File: config.mk
export PLATFORM = sky130hd
export DESIGN_NAME = seeded_xorshift_shuffle_core_flat
export DESIGN_NICKNAME = d
export VERILOG_FILES = /design/src/hdl/sxs_pkg.sv /design/src/hdl/sxs_in_if.sv /design/src/hdl/sxs_out_if.sv /design/src/hdl/sxs_divider.sv /design/src/hdl/sxs_store.sv /design/src/hdl/seeded_xorshift_shuffle_core.sv /design/src/flat_wrapper.sv
export VERILOG_INCLUDE_DIRS = /design/src /design/src/hdl
export SDC_FILE = /design/constraint.sdc
export NUM_CORES = 1
export LEC_CHECK = 0
export ABC_AREA = 1
export BUFFER_PORTS_ARGS = -buffer_cell sky130_fd_sc_hd__buf_2
export CORE_MARGIN = 5
export CORE_UTILIZATION = 45
export CTS_CLUSTER_DIAMETER = 80
export DETAILED_ROUTE_END_ITERATION = 8
export SYNTH_ARGS = -nofsm -noshare
export SYNTH_HDL_FRONTEND = slang
export SYNTH_SLANG_ARGS = --single-unit
File: constraint.sdc
create_clock -name i_clk -period 10.45 [get_ports i_clk]
set_clock_uncertainty 0.2 [all_clocks]
set_input_delay 3.135 -clock i_clk [delete_from_list [all_inputs] [get_ports i_clk]]
set_output_delay 3.135 -clock i_clk [all_outputs]
set_load 0.01 [all_outputs]
File: src/hdl/seeded_xorshift_shuffle_core_defines.svh
// Assertion macros for the seeded shuffle core.
// Included by the top level; no other dependencies.
`ifndef SEEDED_XORSHIFT_SHUFFLE_CORE_DEFINES_SVH
`define SEEDED_XORSHIFT_SHUFFLE_CORE_DEFINES_SVH
`ifndef SYNTHESIS
`define SXS_ASSERT(label, prop, msg) \
    label: assert property (@(posedge i_clk) disable iff (!i_rst_n) prop) \
        else $error(msg);
`define SXS_ASSERT_RST(label, prop, msg) \
    label: assert property (@(posedge i_clk) prop) else $error(msg);
`else
`define SXS_ASSERT(label, prop, msg)
`define SXS_ASSERT_RST(label, prop, msg)
`endif
`endif

File: src/hdl/sxs_pkg.sv
// Shared constants, types and the xorshift32 step for the shuffle core.
// No dependencies.
package sxs_pkg;

    localparam int MAX_ITEMS = 64;
    localparam int CNT_W     = $clog2(MAX_ITEMS + 1);
    localparam int IDX_W     = $clog2(MAX_ITEMS);
    localparam int DATA_W    = 32;
    localparam int ELEM_W    = 8;
    localparam int STREAM_W  = 8;
    localparam int CFG_IDX_W = 1;
    localparam int DIV_STEPS = DATA_W;
    localparam int DIV_CNT_W = $clog2(DIV_STEPS);

    localparam logic [CFG_IDX_W-1:0] REG_SEED   = 1'd0;
    localparam logic [CFG_IDX_W-1:0] REG_STREAM = 1'd1;

    localparam logic [DATA_W-1:0] GOLDEN_MUL    = 32'h9E37_79B9;
    localparam logic [DATA_W-1:0] ZERO_SEED_FIX = 32'h0123_4567;

    typedef struct packed {
        logic              start;
        logic [DATA_W-1:0] dividend;
        logic [CNT_W-1:0]  divisor;
    } t_div_req;

    typedef struct packed {
        logic             busy;
        logic             done;
        logic [CNT_W-1:0] rem;
    } t_div_rsp;

    function automatic logic [DATA_W-1:0] xs_next(input logic [DATA_W-1:0] s);
        logic [DATA_W-1:0] t;
        t = s ^ (s << 13);
        t = t ^ (t >> 17);
        t = t ^ (t << 5);
        return t;
    endfunction

endpackage

File: src/hdl/sxs_in_if.sv
// Input channel: one list element per beat.
// Depends on sxs_pkg.
interface sxs_in_if;
    logic                        valid;
    logic                        ready;
    logic [sxs_pkg::ELEM_W-1:0]  element;
    logic                        is_final;

    modport source(output valid, output element, output is_final, input ready);
    modport sink(input valid, input element, input is_final, output ready);
endinterface

File: src/hdl/sxs_out_if.sv
// Output channel: one permuted element per beat.
// Depends on sxs_pkg.
interface sxs_out_if;
    logic                        valid;
    logic                        ready;
    logic [sxs_pkg::ELEM_W-1:0]  out_element;
    logic                        out_final;
    logic                        overflowed;

    modport source(output valid, output out_element, output out_final,
                   output overflowed, input ready);
    modport sink(input valid, input out_element, input out_final,
                 input overflowed, output ready);
endinterface

File: src/hdl/sxs_divider.sv
// Bit-serial restoring remainder unit: 32-bit dividend by a small divisor.
// One quotient bit per cycle; depends on sxs_pkg.
module sxs_divider (
    input  logic              i_clk,
    input  logic              i_rst_n,
    input  sxs_pkg::t_div_req i_req,
    output sxs_pkg::t_div_rsp o_rsp
);
    import sxs_pkg::*;

    logic [DATA_W-1:0]    r_dividend;
    logic [CNT_W-1:0]     r_divisor;
    logic [CNT_W-1:0]     r_rem;
    logic [DIV_CNT_W-1:0] r_cnt;
    logic                 r_busy;
    logic                 r_done;

    logic [CNT_W:0]       w_shift;
    logic [CNT_W:0]       w_diff;
    logic                 w_ge;

    assign w_shift = {r_rem, r_dividend[DATA_W-1]};
    assign w_ge    = w_shift >= {1'b0, r_divisor};
    assign w_diff  = w_shift - {1'b0, r_divisor};

    always_ff @(posedge i_clk) begin
        if (!i_rst_n) begin
            r_busy <= 1'b0;
            r_done <= 1'b0;
            r_cnt  <= '0;
        end else begin
            r_done <= 1'b0;
            if (i_req.start) begin
                r_busy <= 1'b1;
                r_cnt  <= '0;
            end else if (r_busy) begin
                r_cnt <= r_cnt + DIV_CNT_W'(1);
                if (r_cnt == DIV_CNT_W'(DIV_STEPS - 1)) begin
                    r_busy <= 1'b0;
                    r_done <= 1'b1;
                end
            end
        end
    end

    always_ff @(posedge i_clk) begin
        if (i_req.start) begin
            r_dividend <= i_req.dividend;
            r_divisor  <= i_req.divisor;
            r_rem      <= '0;
        end else if (r_busy) begin
            r_dividend <= r_dividend << 1;
            r_rem      <= w_ge ? w_diff[CNT_W-1:0] : w_shift[CNT_W-1:0];
        end
    end

    assign o_rsp.busy = r_busy;
    assign o_rsp.done = r_done;
    assign o_rsp.rem  = r_rem;
endmodule

File: src/hdl/sxs_store.sv
// Element store: one write port, two registered read ports.
// Depends on sxs_pkg.
module sxs_store (
    input  logic                       i_clk,
    input  logic                       i_we,
    input  logic [sxs_pkg::IDX_W-1:0]  i_waddr,
    input  logic [sxs_pkg::ELEM_W-1:0] i_wdata,
    input  logic [sxs_pkg::IDX_W-1:0]  i_raddr_a,
    input  logic [sxs_pkg::IDX_W-1:0]  i_raddr_b,
    output logic [sxs_pkg::ELEM_W-1:0] o_rdata_a,
    output logic [sxs_pkg::ELEM_W-1:0] o_rdata_b
);
    import sxs_pkg::*;

    logic [ELEM_W-1:0] r_mem [MAX_ITEMS];

    always_ff @(posedge i_clk) begin
        if (i_we) begin
            r_mem[i_waddr] <= i_wdata;
        end
        o_rdata_a <= r_mem[i_raddr_a];
        o_rdata_b <= r_mem[i_raddr_b];
    end
endmodule

File: src/hdl/seeded_xorshift_shuffle_core.sv
// Seeded shuffle core: load, Fisher-Yates permute, emit.
// Depends on sxs_pkg, sxs_in_if, sxs_out_if, sxs_divider, sxs_store.
//
// Usage:
//   i_in_ch takes one element per beat; the beat with is_final closes the list.
//   Up to 64 elements are held; further ones are dropped and overflowed is
//   then 1 on every result beat of that list.
//   o_out_ch returns the permuted list in order, out_final on the last beat.
//   Config (seed, stream_index) is written through i_cfg_we/i_cfg_idx/i_cfg_data
//   while idle; it takes effect at the next shuffle start.
// Timing:
//   Load: one element per cycle while i_in_ch.ready is high. After the final
//   beat: a seed setup state, then n-1 swaps, each made of a xorshift step,
//   the bit-serial remainder unit, a store read and two writes. Emit: each
//   element is read from the store, loaded into the result register and
//   held until the receiver takes it; the next store read starts only then.
//   i_in_ch.ready is low from the final beat until the last result is taken.
// Reset: synchronous; clears the list, overflow flag and config registers.
// Stall: a result beat holds on o_out_ch until ready; the block waits.
`include "seeded_xorshift_shuffle_core_defines.svh"
module seeded_xorshift_shuffle_core (
    input  logic                          i_clk,
    input  logic                          i_rst_n,
    input  logic                          i_cfg_we,
    input  logic [sxs_pkg::CFG_IDX_W-1:0] i_cfg_idx,
    input  logic [sxs_pkg::DATA_W-1:0]    i_cfg_data,
    sxs_in_if.sink                        i_in_ch,
    sxs_out_if.source                     o_out_ch
);
    import sxs_pkg::*;

    localparam logic [3:0] ST_LOAD = 4'd0;
    localparam logic [3:0] ST_SEED = 4'd1;
    localparam logic [3:0] ST_STEP = 4'd2;
    localparam logic [3:0] ST_DIV  = 4'd3;
    localparam logic [3:0] ST_RD   = 4'd4;
    localparam logic [3:0] ST_WR1  = 4'd5;
    localparam logic [3:0] ST_WR2  = 4'd6;
    localparam logic [3:0] ST_ER   = 4'd7;
    localparam logic [3:0] ST_EL   = 4'd8;
    localparam logic [3:0] ST_EW   = 4'd9;

    logic [3:0]          r_state, n_state;
    logic [DATA_W-1:0]   r_seed;
    logic [STREAM_W-1:0] r_stream;
    logic [CNT_W-1:0]    r_count, n_count;
    logic                r_ovf, n_ovf;
    logic [DATA_W-1:0]   r_rand, n_rand;
    logic [IDX_W-1:0]    r_hi, n_hi;
    logic [IDX_W-1:0]    r_j, n_j;
    logic [IDX_W-1:0]    r_k, n_k;
    logic [ELEM_W-1:0]   r_tmp, n_tmp;
    logic                r_out_valid, n_out_valid;
    logic [ELEM_W-1:0]   r_out_elem, n_out_elem;
    logic                r_out_final, n_out_final;

    logic                w_in_acc;
    logic                w_out_acc;
    logic [DATA_W-1:0]   w_mix;
    logic [DATA_W-1:0]   w_seed;
    logic [DATA_W-1:0]   w_xs;

    logic                w_we;
    logic [IDX_W-1:0]    w_waddr;
    logic [ELEM_W-1:0]   w_wdata;
    logic [IDX_W-1:0]    w_raddr_a;
    logic [ELEM_W-1:0]   w_rdata_a;
    logic [ELEM_W-1:0]   w_rdata_b;

    t_div_req            w_div_req;
    t_div_rsp            w_div_rsp;

    assign i_in_ch.ready = (r_state == ST_LOAD);
    assign w_in_acc      = i_in_ch.valid && (r_state == ST_LOAD);
    assign w_out_acc     = r_out_valid && o_out_ch.ready;

    assign w_mix  = r_seed ^ (GOLDEN_MUL * (DATA_W'(r_stream) + DATA_W'(1)));
    assign w_seed = (w_mix != '0) ? w_mix : ZERO_SEED_FIX;
    assign w_xs   = xs_next(r_rand);

    always_comb begin
        n_state     = r_state;
        n_count     = r_count;
        n_ovf       = r_ovf;
        n_rand      = r_rand;
        n_hi        = r_hi;
        n_j         = r_j;
        n_k         = r_k;
        n_tmp       = r_tmp;
        n_out_valid = r_out_valid;
        n_out_elem  = r_out_elem;
        n_out_final = r_out_final;
        w_we        = 1'b0;
        w_waddr     = r_hi;
        w_wdata     = w_rdata_b;
        w_raddr_a   = r_hi;
        w_div_req.start    = 1'b0;
        w_div_req.dividend = w_xs;
        w_div_req.divisor  = CNT_W'(r_hi) + CNT_W'(1);

        unique case (r_state)
            ST_LOAD: begin
                if (w_in_acc) begin
                    if (r_count < CNT_W'(MAX_ITEMS)) begin
                        w_we    = 1'b1;
                        w_waddr = r_count[IDX_W-1:0];
                        w_wdata = i_in_ch.element;
                        n_count = r_count + CNT_W'(1);
                    end else begin
                        n_ovf = 1'b1;
                    end
                    if (i_in_ch.is_final) begin
                        n_state = ST_SEED;
                    end
                end
            end
            ST_SEED: begin
                n_rand = w_seed;
                n_hi   = IDX_W'(r_count - CNT_W'(1));
                n_k    = '0;
                n_state = (r_count == CNT_W'(1)) ? ST_ER : ST_STEP;
            end
            ST_STEP: begin
                n_rand          = w_xs;
                w_div_req.start = 1'b1;
                n_state         = ST_DIV;
            end
            ST_DIV: begin
                if (w_div_rsp.done) begin
                    n_j     = w_div_rsp.rem[IDX_W-1:0];
                    n_state = ST_RD;
                end
            end
            ST_RD: begin
                n_state = ST_WR1;
            end
            ST_WR1: begin
                w_we    = 1'b1;
                w_waddr = r_hi;
                w_wdata = w_rdata_b;
                n_tmp   = w_rdata_a;
                n_state = ST_WR2;
            end
            ST_WR2: begin
                w_we    = 1'b1;
                w_waddr = r_j;
                w_wdata = r_tmp;
                if (r_hi == IDX_W'(1)) begin
                    n_k     = '0;
                    n_state = ST_ER;
                end else begin
                    n_hi    = r_hi - IDX_W'(1);
                    n_state = ST_STEP;
                end
            end
            ST_ER: begin
                w_raddr_a = r_k;
                n_state   = ST_EL;
            end
            ST_EL: begin
                n_out_valid = 1'b1;
                n_out_elem  = w_rdata_a;
                n_out_final = (CNT_W'(r_k) + CNT_W'(1) == r_count);
                n_state     = ST_EW;
            end
            ST_EW: begin
                if (w_out_acc) begin
                    n_out_valid = 1'b0;
                    if (r_out_final) begin
                        n_count = '0;
                        n_ovf   = 1'b0;
                        n_state = ST_LOAD;
                    end else begin
                        n_k     = r_k + IDX_W'(1);
                        n_state = ST_ER;
                    end
                end
            end
            default: begin
                n_state = ST_LOAD;
            end
        endcase
    end

    always_ff @(posedge i_clk) begin
        if (!i_rst_n) begin
            r_state     <= ST_LOAD;
            r_count     <= '0;
            r_ovf       <= 1'b0;
            r_out_valid <= 1'b0;
            r_seed      <= '0;
            r_stream    <= '0;
        end else begin
            r_state     <= n_state;
            r_count     <= n_count;
            r_ovf       <= n_ovf;
            r_out_valid <= n_out_valid;
            if (i_cfg_we) begin
                unique case (i_cfg_idx)
                    REG_SEED:   r_seed   <= i_cfg_data;
                    REG_STREAM: r_stream <= i_cfg_data[STREAM_W-1:0];
                    default:    r_seed   <= r_seed;
                endcase
            end
        end
    end

    always_ff @(posedge i_clk) begin
        r_rand      <= n_rand;
        r_hi        <= n_hi;
        r_j         <= n_j;
        r_k         <= n_k;
        r_tmp       <= n_tmp;
        r_out_elem  <= n_out_elem;
        r_out_final <= n_out_final;
    end

    sxs_divider u_div (
        .i_clk   (i_clk),
        .i_rst_n (i_rst_n),
        .i_req   (w_div_req),
        .o_rsp   (w_div_rsp)
    );

    sxs_store u_store (
        .i_clk     (i_clk),
        .i_we      (w_we),
        .i_waddr   (w_waddr),
        .i_wdata   (w_wdata),
        .i_raddr_a (w_raddr_a),
        .i_raddr_b (r_j),
        .o_rdata_a (w_rdata_a),
        .o_rdata_b (w_rdata_b)
    );

    assign o_out_ch.valid       = r_out_valid;
    assign o_out_ch.out_element = r_out_elem;
    assign o_out_ch.out_final   = r_out_final;
    assign o_out_ch.overflowed  = r_ovf;

    `SXS_ASSERT(a_no_load_during_emit, !(i_in_ch.ready && o_out_ch.valid), "input open during emit")
    `SXS_ASSERT(a_rem_in_range, w_div_rsp.done |-> (w_div_rsp.rem <= CNT_W'(r_hi)), "swap index out of range")
    `SXS_ASSERT(a_div_idle_in_load, (r_state == ST_LOAD) |-> !w_div_rsp.busy, "divider busy while loading")
    `SXS_ASSERT(a_final_returns_to_load, (w_out_acc && r_out_final) |=> ((r_state == ST_LOAD) && (r_count == '0)), "list not cleared after final beat")
    `SXS_ASSERT_RST(a_reset_clears_out, !i_rst_n |=> !o_out_ch.valid, "result valid after reset")
endmodule

File: src/flat_wrapper.sv
// flat-port wrapper written by rule: the top's interface ports become plain ports
module seeded_xorshift_shuffle_core_flat import sxs_pkg::*;
  (i_clk, i_rst_n, i_cfg_we, i_cfg_idx, i_cfg_data, i_in_ch_valid, i_in_ch_element, i_in_ch_is_final, i_in_ch_ready, o_out_ch_valid, o_out_ch_out_element, o_out_ch_out_final, o_out_ch_overflowed, o_out_ch_ready);
  sxs_in_if i_in_ch_i ();
  sxs_out_if o_out_ch_i ();
  input  logic i_clk;
  input  logic i_rst_n;
  input  logic i_cfg_we;
  input  logic [sxs_pkg::CFG_IDX_W-1:0] i_cfg_idx;
  input  logic [sxs_pkg::DATA_W-1:0] i_cfg_data;
  input wire logic [$bits(i_in_ch_i.valid)-1:0] i_in_ch_valid;
  input wire logic [$bits(i_in_ch_i.element)-1:0] i_in_ch_element;
  input wire logic [$bits(i_in_ch_i.is_final)-1:0] i_in_ch_is_final;
  output wire logic [$bits(i_in_ch_i.ready)-1:0] i_in_ch_ready;
  output wire logic [$bits(o_out_ch_i.valid)-1:0] o_out_ch_valid;
  output wire logic [$bits(o_out_ch_i.out_element)-1:0] o_out_ch_out_element;
  output wire logic [$bits(o_out_ch_i.out_final)-1:0] o_out_ch_out_final;
  output wire logic [$bits(o_out_ch_i.overflowed)-1:0] o_out_ch_overflowed;
  input wire logic [$bits(o_out_ch_i.ready)-1:0] o_out_ch_ready;
  assign i_in_ch_i.valid = i_in_ch_valid;
  assign i_in_ch_i.element = i_in_ch_element;
  assign i_in_ch_i.is_final = i_in_ch_is_final;
  assign i_in_ch_ready = i_in_ch_i.ready;
  assign o_out_ch_valid = o_out_ch_i.valid;
  assign o_out_ch_out_element = o_out_ch_i.out_element;
  assign o_out_ch_out_final = o_out_ch_i.out_final;
  assign o_out_ch_overflowed = o_out_ch_i.overflowed;
  assign o_out_ch_i.ready = o_out_ch_ready;
  seeded_xorshift_shuffle_core u_core (.i_clk(i_clk), .i_rst_n(i_rst_n), .i_cfg_we(i_cfg_we), .i_cfg_idx(i_cfg_idx), .i_cfg_data(i_cfg_data), .i_in_ch(i_in_ch_i), .o_out_ch(o_out_ch_i));
endmodule
# Yosys cells after proc, flatten, opt, wreduce, memory -nomap -nowiden

Memories as Yosys holds them, arrays and structs flattened. A register that Yosys moved wholly into a read port is not among the register bits.
Index checks and enable logic that the tools add are counted.

Memories kept: 1
Flip-flop bits (word level): 173
Memory bits (writable): 512

Add/subtract/negate cells: 9
Reduce and logical (&&, ||, !) cells: 22
Multiplexer cells: 48
$mul: 1
Magnitude comparators: 2
Equal/unequal tests: 23
Bitwise gates (word level): 7

Memory list:

| name                 | depth | bits a word | rd ports | clocked after Yosys merged registers in | wr ports | RTL line        | text |
|---|---|---|---|---|---|---|---|
| u_core.u_store.r_mem | 64    | 8           | 2        | 2                                       | 1        | sxs_store.sv:15 | `logic [ELEM_W-1:0] r_mem [MAX_ITEMS];` |

Operators with widths:

| kind                                                  | count |
|---|---|
| 2-to-1 mux 32 bit                                     | 3 |
| bitwise XOR 32 bit                                    | 3 |
| one-hot mux 32 bit (2 select lines)                   | 1 |
| 2-to-1 mux 6 bit                                      | 7 |
| one-hot mux 4 bit (10 select lines)                   | 1 |
| 2-to-1 mux 7 bit                                      | 5 |
| multiplier 32 x 32 -> 32 bit, first input constant    | 1 |
| nonzero test 32 bit                                   | 1 |
| bitwise XOR 32 x 15 -> 32 bit                         | 1 |
| one-hot mux 6 bit (2 select lines)                    | 2 |
| one-hot mux 6 bit (3 select lines)                    | 1 |
| equality test 4 x 3 -> 1 bit, second input constant   | 4 |
| 2-to-1 mux 4 bit                                      | 4 |
| 2-to-1 mux 8 bit                                      | 2 |
| one-hot mux 8 bit (2 select lines)                    | 1 |
| adder 6 x 1 -> 7 bit, second input constant           | 2 |
| 2-to-1 mux 1 bit                                      | 14 |
| one-hot mux 7 bit (2 select lines)                    | 1 |
| subtractor 6 x 1 -> 6 bit, second input constant      | 2 |
| inequality test 2 x 1 -> 1 bit, second input constant | 5 |
| inequality test 2 bit, second input constant          | 5 |
| AND reduction 2 bit                                   | 5 |
| AND reduction 5 bit                                   | 2 |
| nonzero test 2 bit                                    | 5 |
| other kinds (23)                                      | 34 |

# Longest topological paths before layout

Gate-level depths: netlist of run 1.

Depth after elaboration: 6
Depth in mapped cells: 36
Gate-level depth less buffers: 34

# Cells and area by module

From an unflattened synthesis of run 1, not the netlist that was laid out.

Cell total of the unflattened synthesis: 4746
Area total of the unflattened synthesis: 40375.0 µm²

Modules (own cells, without submodules):

| module                       | sequential area each (µm²) | area an instance (µm²) | cells an instance | times used |
|---|---|---|---|---|
| sxs_store                    | 15695.1                    | 26784.4                | 3008              | 1 |
| seeded_xorshift_shuffle_core | 3072.9                     | 11014.3                | 1448              | 1 |
| sxs_divider                  | 1451.4                     | 2576.2                 | 290               | 1 |

# Worst setup path before layout of run 1

Ideal clock, no wire load.

Kind: flip-flop to flip-flop
Start: register u_core.r_stream[1]
End: register u_core.r_rand[14], data pin
Path buffers: 1
Data required time: 9.991 ns
Setup slack: 4.942 ns
Arrival: 5.049 ns
Library setup time: 0.259 ns
Stages on the path, launching flop included: 31
Cells stage by stage: dfxtp_1 -> ha_1 -> nand4_1 -> nor2_1 -> xnor2_1 -> inv_1 -> fa_1 -> inv_1 -> fa_1 -> inv_1 -> fa_1 -> inv_1 -> fa_1 -> inv_1 -> ha_1 -> nand2_1 -> nor2_1 -> nand2_1 -> nor2_1 -> nand2_1 -> nand4_1 -> nand2_1 -> nand2_1 -> inv_1 -> nand2_1 -> nor2_1 -> nand3_1 -> buf_2 -> nand2_1 -> nand2_1 -> nand2_1

Word-level cells in the longest chain between the ends: 6

Ends and longest elaborated chain:

| element                               | RTL line                            | text |
|---|---|---|
| start, declared                       | seeded_xorshift_shuffle_core.sv:45  | `logic [STREAM_W-1:0] r_stream;` |
| start signal, assigned                | seeded_xorshift_shuffle_core.sv:201 | `REG_STREAM: r_stream <= i_cfg_data[STREAM_W-1:0];` |
| adder 8 x 1 -> 9 bit *                | seeded_xorshift_shuffle_core.sv:77  | `assign w_mix = r_seed ^ (GOLDEN_MUL * (DATA_W'(r_stream) + DATA_W'(1)));` |
| multiplier 32 x 32 -> 32 bit *        | seeded_xorshift_shuffle_core.sv:77  |  |
| bitwise XOR 32 bit *                  | seeded_xorshift_shuffle_core.sv:77  |  |
| nonzero test 32 bit                   | seeded_xorshift_shuffle_core.sv:78  | `assign w_seed = (w_mix != '0) ? w_mix : ZERO_SEED_FIX;` |
| 2-to-1 mux 32 bit *                   | seeded_xorshift_shuffle_core.sv:78  |  |
| one-hot mux 32 bit (2 select lines) * | seeded_xorshift_shuffle_core.sv:101 | `unique case (r_state)` |
| via u_core.n_rand[14]                 | seeded_xorshift_shuffle_core.sv:48  | `logic [DATA_W-1:0] r_rand, n_rand;` |
| end signal, assigned                  | seeded_xorshift_shuffle_core.sv:209 | `r_rand <= n_rand;` |
| end, declared                         | seeded_xorshift_shuffle_core.sv:48  |  |

Mark *: on every way through the listed nets, which the timed path passes. The rest lies on a longest branch.
A chain may end at the register's enable or synchronous reset.

# Worst setup path after layout of run 1

Start: register u_core.r_stream[0]
End: register u_core.r_rand[10], data pin

Same word-level chain as after synthesis.

==> results of run 1 <==
cell families after synthesis:
group | share of synthesized area [%]
adders and majority gates | 6.29
buffers and inverters | 6.09
and+or+nand+nor | 15.0
DFF | 52.6
muxes | 0.0260
AOI/OAI and AO/OA | 17.5
xor gates and xnor gates | 2.41
final cells by class:
class	instances	area share, %
Inverter	346	3.12
Tap cell	1144	3.39
Clock inverter	34	0.890
Sequential cell	701	47.9
Clock buffer	113	5.35
Multi-Input combinational cell	2832	37.8
Timing Repair Buffer	102	1.53
worst max-delay path, stage by stage, from the launching register on:
cell,delay (ns)
dfxtp_1,0.54
ha_1,0.26
nand4_1,0.13
nor2_1,0.18
xnor2_1,0.19
inv_1,0.21
fa_1,0.65
inv_1,0.11
fa_1,0.52
fa_1,0.49
inv_1,0.05
fa_1,0.45
ha_1,0.39
nand2_1,0.12
nor2_1,0.18
nand3_1,0.11
nand2_1,0.14
nand2_1,0.06
nand2_1,0.14
nand2_1,0.07
nor2_1,0.18
nand4_1,0.11
nor2_1,0.14
nand3_1,0.33
nand2_1,0.17
nand2_1,0.07
nand2_1,0.09
worst paths after layout:
kind | slack [ns] | depth (start not counted) | startpoint | end
max | 4.01 | 26 | u_core.r_stream[0] | u_core.r_rand[10]
min | 0.26 | 2 | u_core.o_out_ch.overflowed | u_core.o_out_ch.overflowed
max reg2reg | 4.01 | 26 | u_core.r_stream[0] | u_core.r_rand[10]
min reg2reg | 0.26 | 2 | u_core.o_out_ch.overflowed | u_core.o_out_ch.overflowed
layout by cell type (no fill, tap or decap), types with 54 or more instances in the layout:
cell	count
inv_1	323
nor2_1	710
o21ai_0	653
clkbuf_16	82
fa_1	74
o22ai_1	156
dfxtp_1	83
xor2_1	54
nand2_1	460
nand3_1	139
a21oi_1	86
buf_2	58
edfxtp_1	618
o211ai_1	142
ha_1	75
power by group through the flow:
stage	combinational (mW)	clock, mW	sequential, mW
floorplan	1.89	0	3.54
global placement	2.72	0	3.57
detailed placement	2.73	0	3.57
CTS	2.74	2.84	3.51
global route	3.08	2.95	3.52
finish	2.77	2.80	3.51
state kept, by name, summed over array words and instances, names as in the netlist:
| register | flops |
|---|---|
| u_core.r_count | 7 |
| u_core.o_out_ch.out_element | 8 |
| u_core.u_div.r_done | 1 |
| u_core.r_rand | 32 |
| u_core.o_out_ch.out_final | 1 |
| u_core.r_hi | 6 |
| u_core.u_store.r_mem | 512 |
| u_core.o_out_ch.valid | 1 |
| u_core.u_div.r_rem | 7 |
| u_core.u_store.o_rdata_b | 8 |
| u_core.u_div.r_busy | 1 |
| u_core.r_seed | 32 |
| u_core.r_stream | 8 |
| u_core.u_div.r_dividend | 32 |
| u_core.r_k | 6 |
| u_core.u_store.o_rdata_a | 8 |
| u_core.r_state | 4 |
| u_core.r_tmp | 8 |
| u_core.u_div.r_divisor | 7 |
| u_core.u_div.r_cnt | 5 |
| u_core.o_out_ch.overflowed | 1 |
| u_core.r_j | 6 |
stage by stage:
step / cell area (µm²) / setup slack, ns / std cells
6_report: 42200 / 4.01 / 5272
3_5_place_dp: 39500 / 4.03 / 5125
2_1_floorplan: 38400 / 4.94 / 4128
3_3_place_gp: 39500 / 4.05 / 5125
5_1_grt: 42200 / 3.44 / 5272
4_1_cts: 42200 / 4.00 / 5272
metal layers:
layer  GRT usage (%)  vias to the layer above
li1                -                    14300
met1            37.3                    15100
met2            41.8                     1590
met3            4.08                      231
met4            9.06                        4
met5               0                        -
==> out/metrics.yaml, run 1 <==
synthesis:
  synth.distinct_cells: 55
  synthesis.area_mm2: 0.0384
  synthTopCellsByArea: "edfxtp_1, o21ai_0, nor2_1"
  synth_edf_count: 618
  syn_nets: 4324
  synthArstFlopShare_pct: 0
  ys_seq_area_share_pct: 52.6
  synth.top_cells.by_count: "nor2_1, o21ai_0, edfxtp_1, nand2_1, inv_1"
  yosysMostFrequentCell: "nor2_1"
  syn_area_per_cell_um2: 9.31
  synth_flop_cell: "edfxtp_1"
  ys_ff_latch: 701
  synthCells: 4128
  synth_area_leader_cell: "edfxtp_1"
  synth_top_area_share_pct: 48.3
  yosysWarnings: 0
cts:
  clock_sinks: 701
  clock_latency_ns: 0.65
  cts_buffers: 79
  cts_tree: "built"
  ctsHoldBuffers: 0
  cts_buffer_depth: 3
  post_cts_buffers: 0
  h-tree-depth: 3
  clock_tree.root_cell: "clkbuf_16"
  cts_resized: 0
  cts.clk_slew.worst_paths_ns: 0.06
timing:
  final.setup.tns_ns: 0
  finalHoldViolations: 0
  max_freq_mhz: 155
  drv_slew: 0
  setup_viol: 0
  tightest_slew_ns: 1.22
  slew_headroom_pct: 18.2
  grt_setup_unrepaired: "false"
  hold-worst-slack_ns: 0.265
  fin_crit_sh_pct: 61.6
  finalWorstPathRequiredPeriod_ns: 6.44
flow_run:
  cap_violations: 0
final_layout:
  seq_area_mm2: 0.0202
  fin_util_pct: 49.6
  fill_cells: 7835
  syn_to_final_growth_pct: 9.71
  nNetsFinal: 4258
  antenna_cells: 0
  layout-drive-gt1-share_pct: 7.10
  multi_input_area_mm2: 0.0159
global_route:
  antenna_found_initial: 3
  track_usage_pct: 26.4
  gr-total-overflow: 0
  grt_pass1_vias: 29400
  grt_max_degree: 137
  grt_pass1_wl_mm: 184
placed_design:
  port_buffers: 58
  place.gp.congestion: 0.949
  dp_hpwl_mm: 78.8
route:
  vias: 31200
  drcViolationCount: 0
  drtIter0Drc: 3649
  drtPass1Iterations: 9
  wl_met2_mm: 56.6
  dr_wl_met3_mm: 10.7
  m1WireLength_mm: 52.2
  finalWirelength_mm: 124
  maxUsedRoutingLayer: "met5"
  postRouteAntennaNets: 0
  avgRoutedWirePerCell_um: 23.5
  routed_via_density: 5.92
status:
  status: "finished, final reports clean"
critical_path:
  crit_type: "flop to flop"
  critPathLaunchType: "flop"
  cp-end-kind: "flop"
  crit_fanout: 12
  cp_data_required_time_ns: 10.73
  critPathArrivalTime_ns: 6.72
floorplanning:
  pin_count: 59
  rows: 107
  die_h_um: 302
  core_mm2: 0.0850
  die-area_mm2: 0.0914
  die_x_um: 302
  start_util_pct: 45.2
pwr:
  leakagePower_nw: 15.5
  finalPower_mw: 9.09
  p_int_mw: 5.86
  combPwrFrac_pct: 30.5
  sequentialPowerShare_pct: 38.7
  swShare_pct: 35.5
  power.density_mw_per_mm2: 215
  ir_worst_vdd_mv: 0.145
  p_sw_mw: 3.22
  clockPowerShare_pct: 30.8
worst_hold_path:
  hold_path.class: "flop to flop"
Note: power is estimated with default switching activity, not from simulation.
==> inputs of run 2 (changes only) <==
Clock period 10.45 ns to 5.9 ns, I/O delays scaled along.
==> run 2 against run 1 <==
Effect of this change: sequential share of layout area fell by 1.1 points; largest power group unchanged; highest routed layer unchanged; setup slack got worse by 3.7 ns; worst hold slack improved by 0.0031 ns.
==> out/metrics.yaml, run 2 (synthesized netlist as in run 1, its figures left out) <==
cts:
  cts.clk_slew.worst_paths_ns: 0.06
  cts_tree: "built"
  h-tree-depth: 3
  clock_sinks: 701
  cts_buffer_depth: 3
  cts_buffers: 79
  ctsHoldBuffers: 0
  clock_latency_ns: 0.64
  clock_tree.root_cell: "clkbuf_16"
critical_path:
  timing.reg2reg.setup_slack_ns: 0.28
  crit_fanout: 12
  cp_slowest_stage_delay_ns: 0.56
  cp-end-kind: "flop"
  reg2regPathDepth: 27
  worstReg2RegStart: "u_core.r_stream[1]"
  r2r-end: "u_core.r_rand[6]"
  cp_data_required_time_ns: 6.06
  critPathMostFrequentCell: "nand2_1"
  crit_path_top_delay_cell: "fa_1"
  critPathLaunchType: "flop"
  critPathArrivalTime_ns: 5.78
  crit_type: "flop to flop"
route:
  avgRoutedWirePerCell_um: 23.2
  drcViolationCount: 0
  vias: 31800
  finalWirelength_mm: 124
  postRouteAntennaNets: 0
  drtPass1Iterations: 8
  drtIter0Drc: 3974
  routed_via_density: 5.94
pwr:
  power.density_mw_per_mm2: 382
  ir_worst_vdd_mv: 0.299
  leakagePower_nw: 16.0
floorplanning:
  rows: 107
  die_x_um: 302
  start_util_pct: 45.2
  die-area_mm2: 0.0914
  core_mm2: 0.0850
  pin_count: 59
  die_h_um: 302
final_layout:
  fin_util_pct: 50.8
  antenna_cells: 0
  syn_to_final_growth_pct: 12.3
  largest_reg_flops: 512
  final_common_cell: "nor2_1"
  nNetsFinal: 4344
  design_area_mm2: 0.0432
  mostFrequentLayoutCells: "nor2_1, o21ai_0, edfxtp_1, nand2_1, inv_1"
  top_register: "u_core.u_store.r_mem"
  layout-drive-gt1-share_pct: 10.7
timing:
  drv_slew: 0
  max_freq_mhz: 178
  tightest_slew_ns: 1.06
  finalWorstSetupSlack_ns: 0.285
  slew_headroom_pct: 28.9
  finalHoldViolations: 0
  setup_viol: 0
  fin_crit_sh_pct: 95.2
  finalWorstPathRequiredPeriod_ns: 5.62
  hold-worst-slack_ns: 0.268
global_route:
  grt_max_degree: 159
  top_usage_layer: "met2"
  track_usage_pct: 26.4
  gr-total-overflow: 0
  gr-usage-met2_pct: 41.7
  antenna_found_initial: 1
  use_met3_pct: 3.82
  grtUsageMet1_pct: 37.4
  grt_pass1_wl_mm: 186
  grt_pass1_vias: 29800
placed_design:
  dp_hpwl_mm: 79.7
  post_dp_cell_area_mm2: 0.0402
  place.gp.congestion: 0.942
  pre_cts_ws_ns: 0.0534
  port_buffers: 58
worst_hold_path:
  hold_path.class: "flop to flop"
  hp-start: "u_core.u_div.r_cnt[4]"
  hold_end: "u_core.u_div.r_cnt[4]"
  whs_path_depth: 2
status:
  status: "finished, final reports clean"
flow_run:
  cap_violations: 0
-- run 2: power by group --
group	internal [mW]	switching, mW
Sequential	6.03	0.182
Clock	2.85	2.05
Combinational	1.74	3.65
-- run 2: worst max path at each step --
| stage | depth (start not counted) | to | start | slack (ns) |
|---|---|---|---|---|
| 2_1_floorplan | 30 | u_core.r_rand[14] | u_core.r_stream[1] | 0.39 |
| 3_3_place_gp | 28 | u_core.r_rand[24] | u_core.r_stream[1] | 0.17 |
| 3_5_place_dp | 26 | u_core.r_rand[6] | u_core.r_stream[1] | 0.05 |
| 4_1_cts | 26 | u_core.r_rand[6] | u_core.r_stream[1] | 0.03 |
| 5_1_grt | 29 | u_core.r_rand[6] | u_core.r_stream[1] | -0.03 |
| 6_report | 27 | u_core.r_rand[6] | u_core.r_stream[1] | 0.28 |
-- run 2: timing repair --
action / in CTS / in global routing
hold endpoints to repair: 0 / 0
resized for setup: 0 / 84
setup endpoints to repair: 0 / 13
buffers inserted: 0 / 2
-- run 2: layout make-up --
| cell class | instances | area (µm²) |
|---|---|---|
| clock buffers | 104 | 2150 |
| clock inverters | 39 | 419 |
| fillers | 7763 | 41900 |
| inverters | 346 | 1320 |
| multi-input cells | 2832 | 16200 |
| flip-flops and latches | 701 | 20200 |
| well taps | 1144 | 1430 |
| repair buffers | 188 | 1370 |
-- run 2: through the flow --
stage | total power, mW | instances | setup TNS (ns)
final | 16.5 | 5354 | 0
after global routing | 17.3 | 5354 | -0.0740
after CTS | 16.2 | 5352 | 0
after detailed placement | 11.3 | 5209 | 0
after global placement | 11.3 | 5209 | 0
after floorplan | 9.61 | 4128 | 0
-- run 2: worst max-delay path: cells and delay by family, from the launching register on --
family	cells	cell delay (ns)
simple gates	14	1.62
flops	1	0.37
xor+xnor	1	0.18
buf+inv	6	0.55
fa+ha+maj	6	2.42
-- run 2: layer usage --
metal,vias up,wire (µm)
li1,14500,-
met4,2,4910
met1,15400,51700
met3,273,11300
met5,-,7
met2,1676,56500
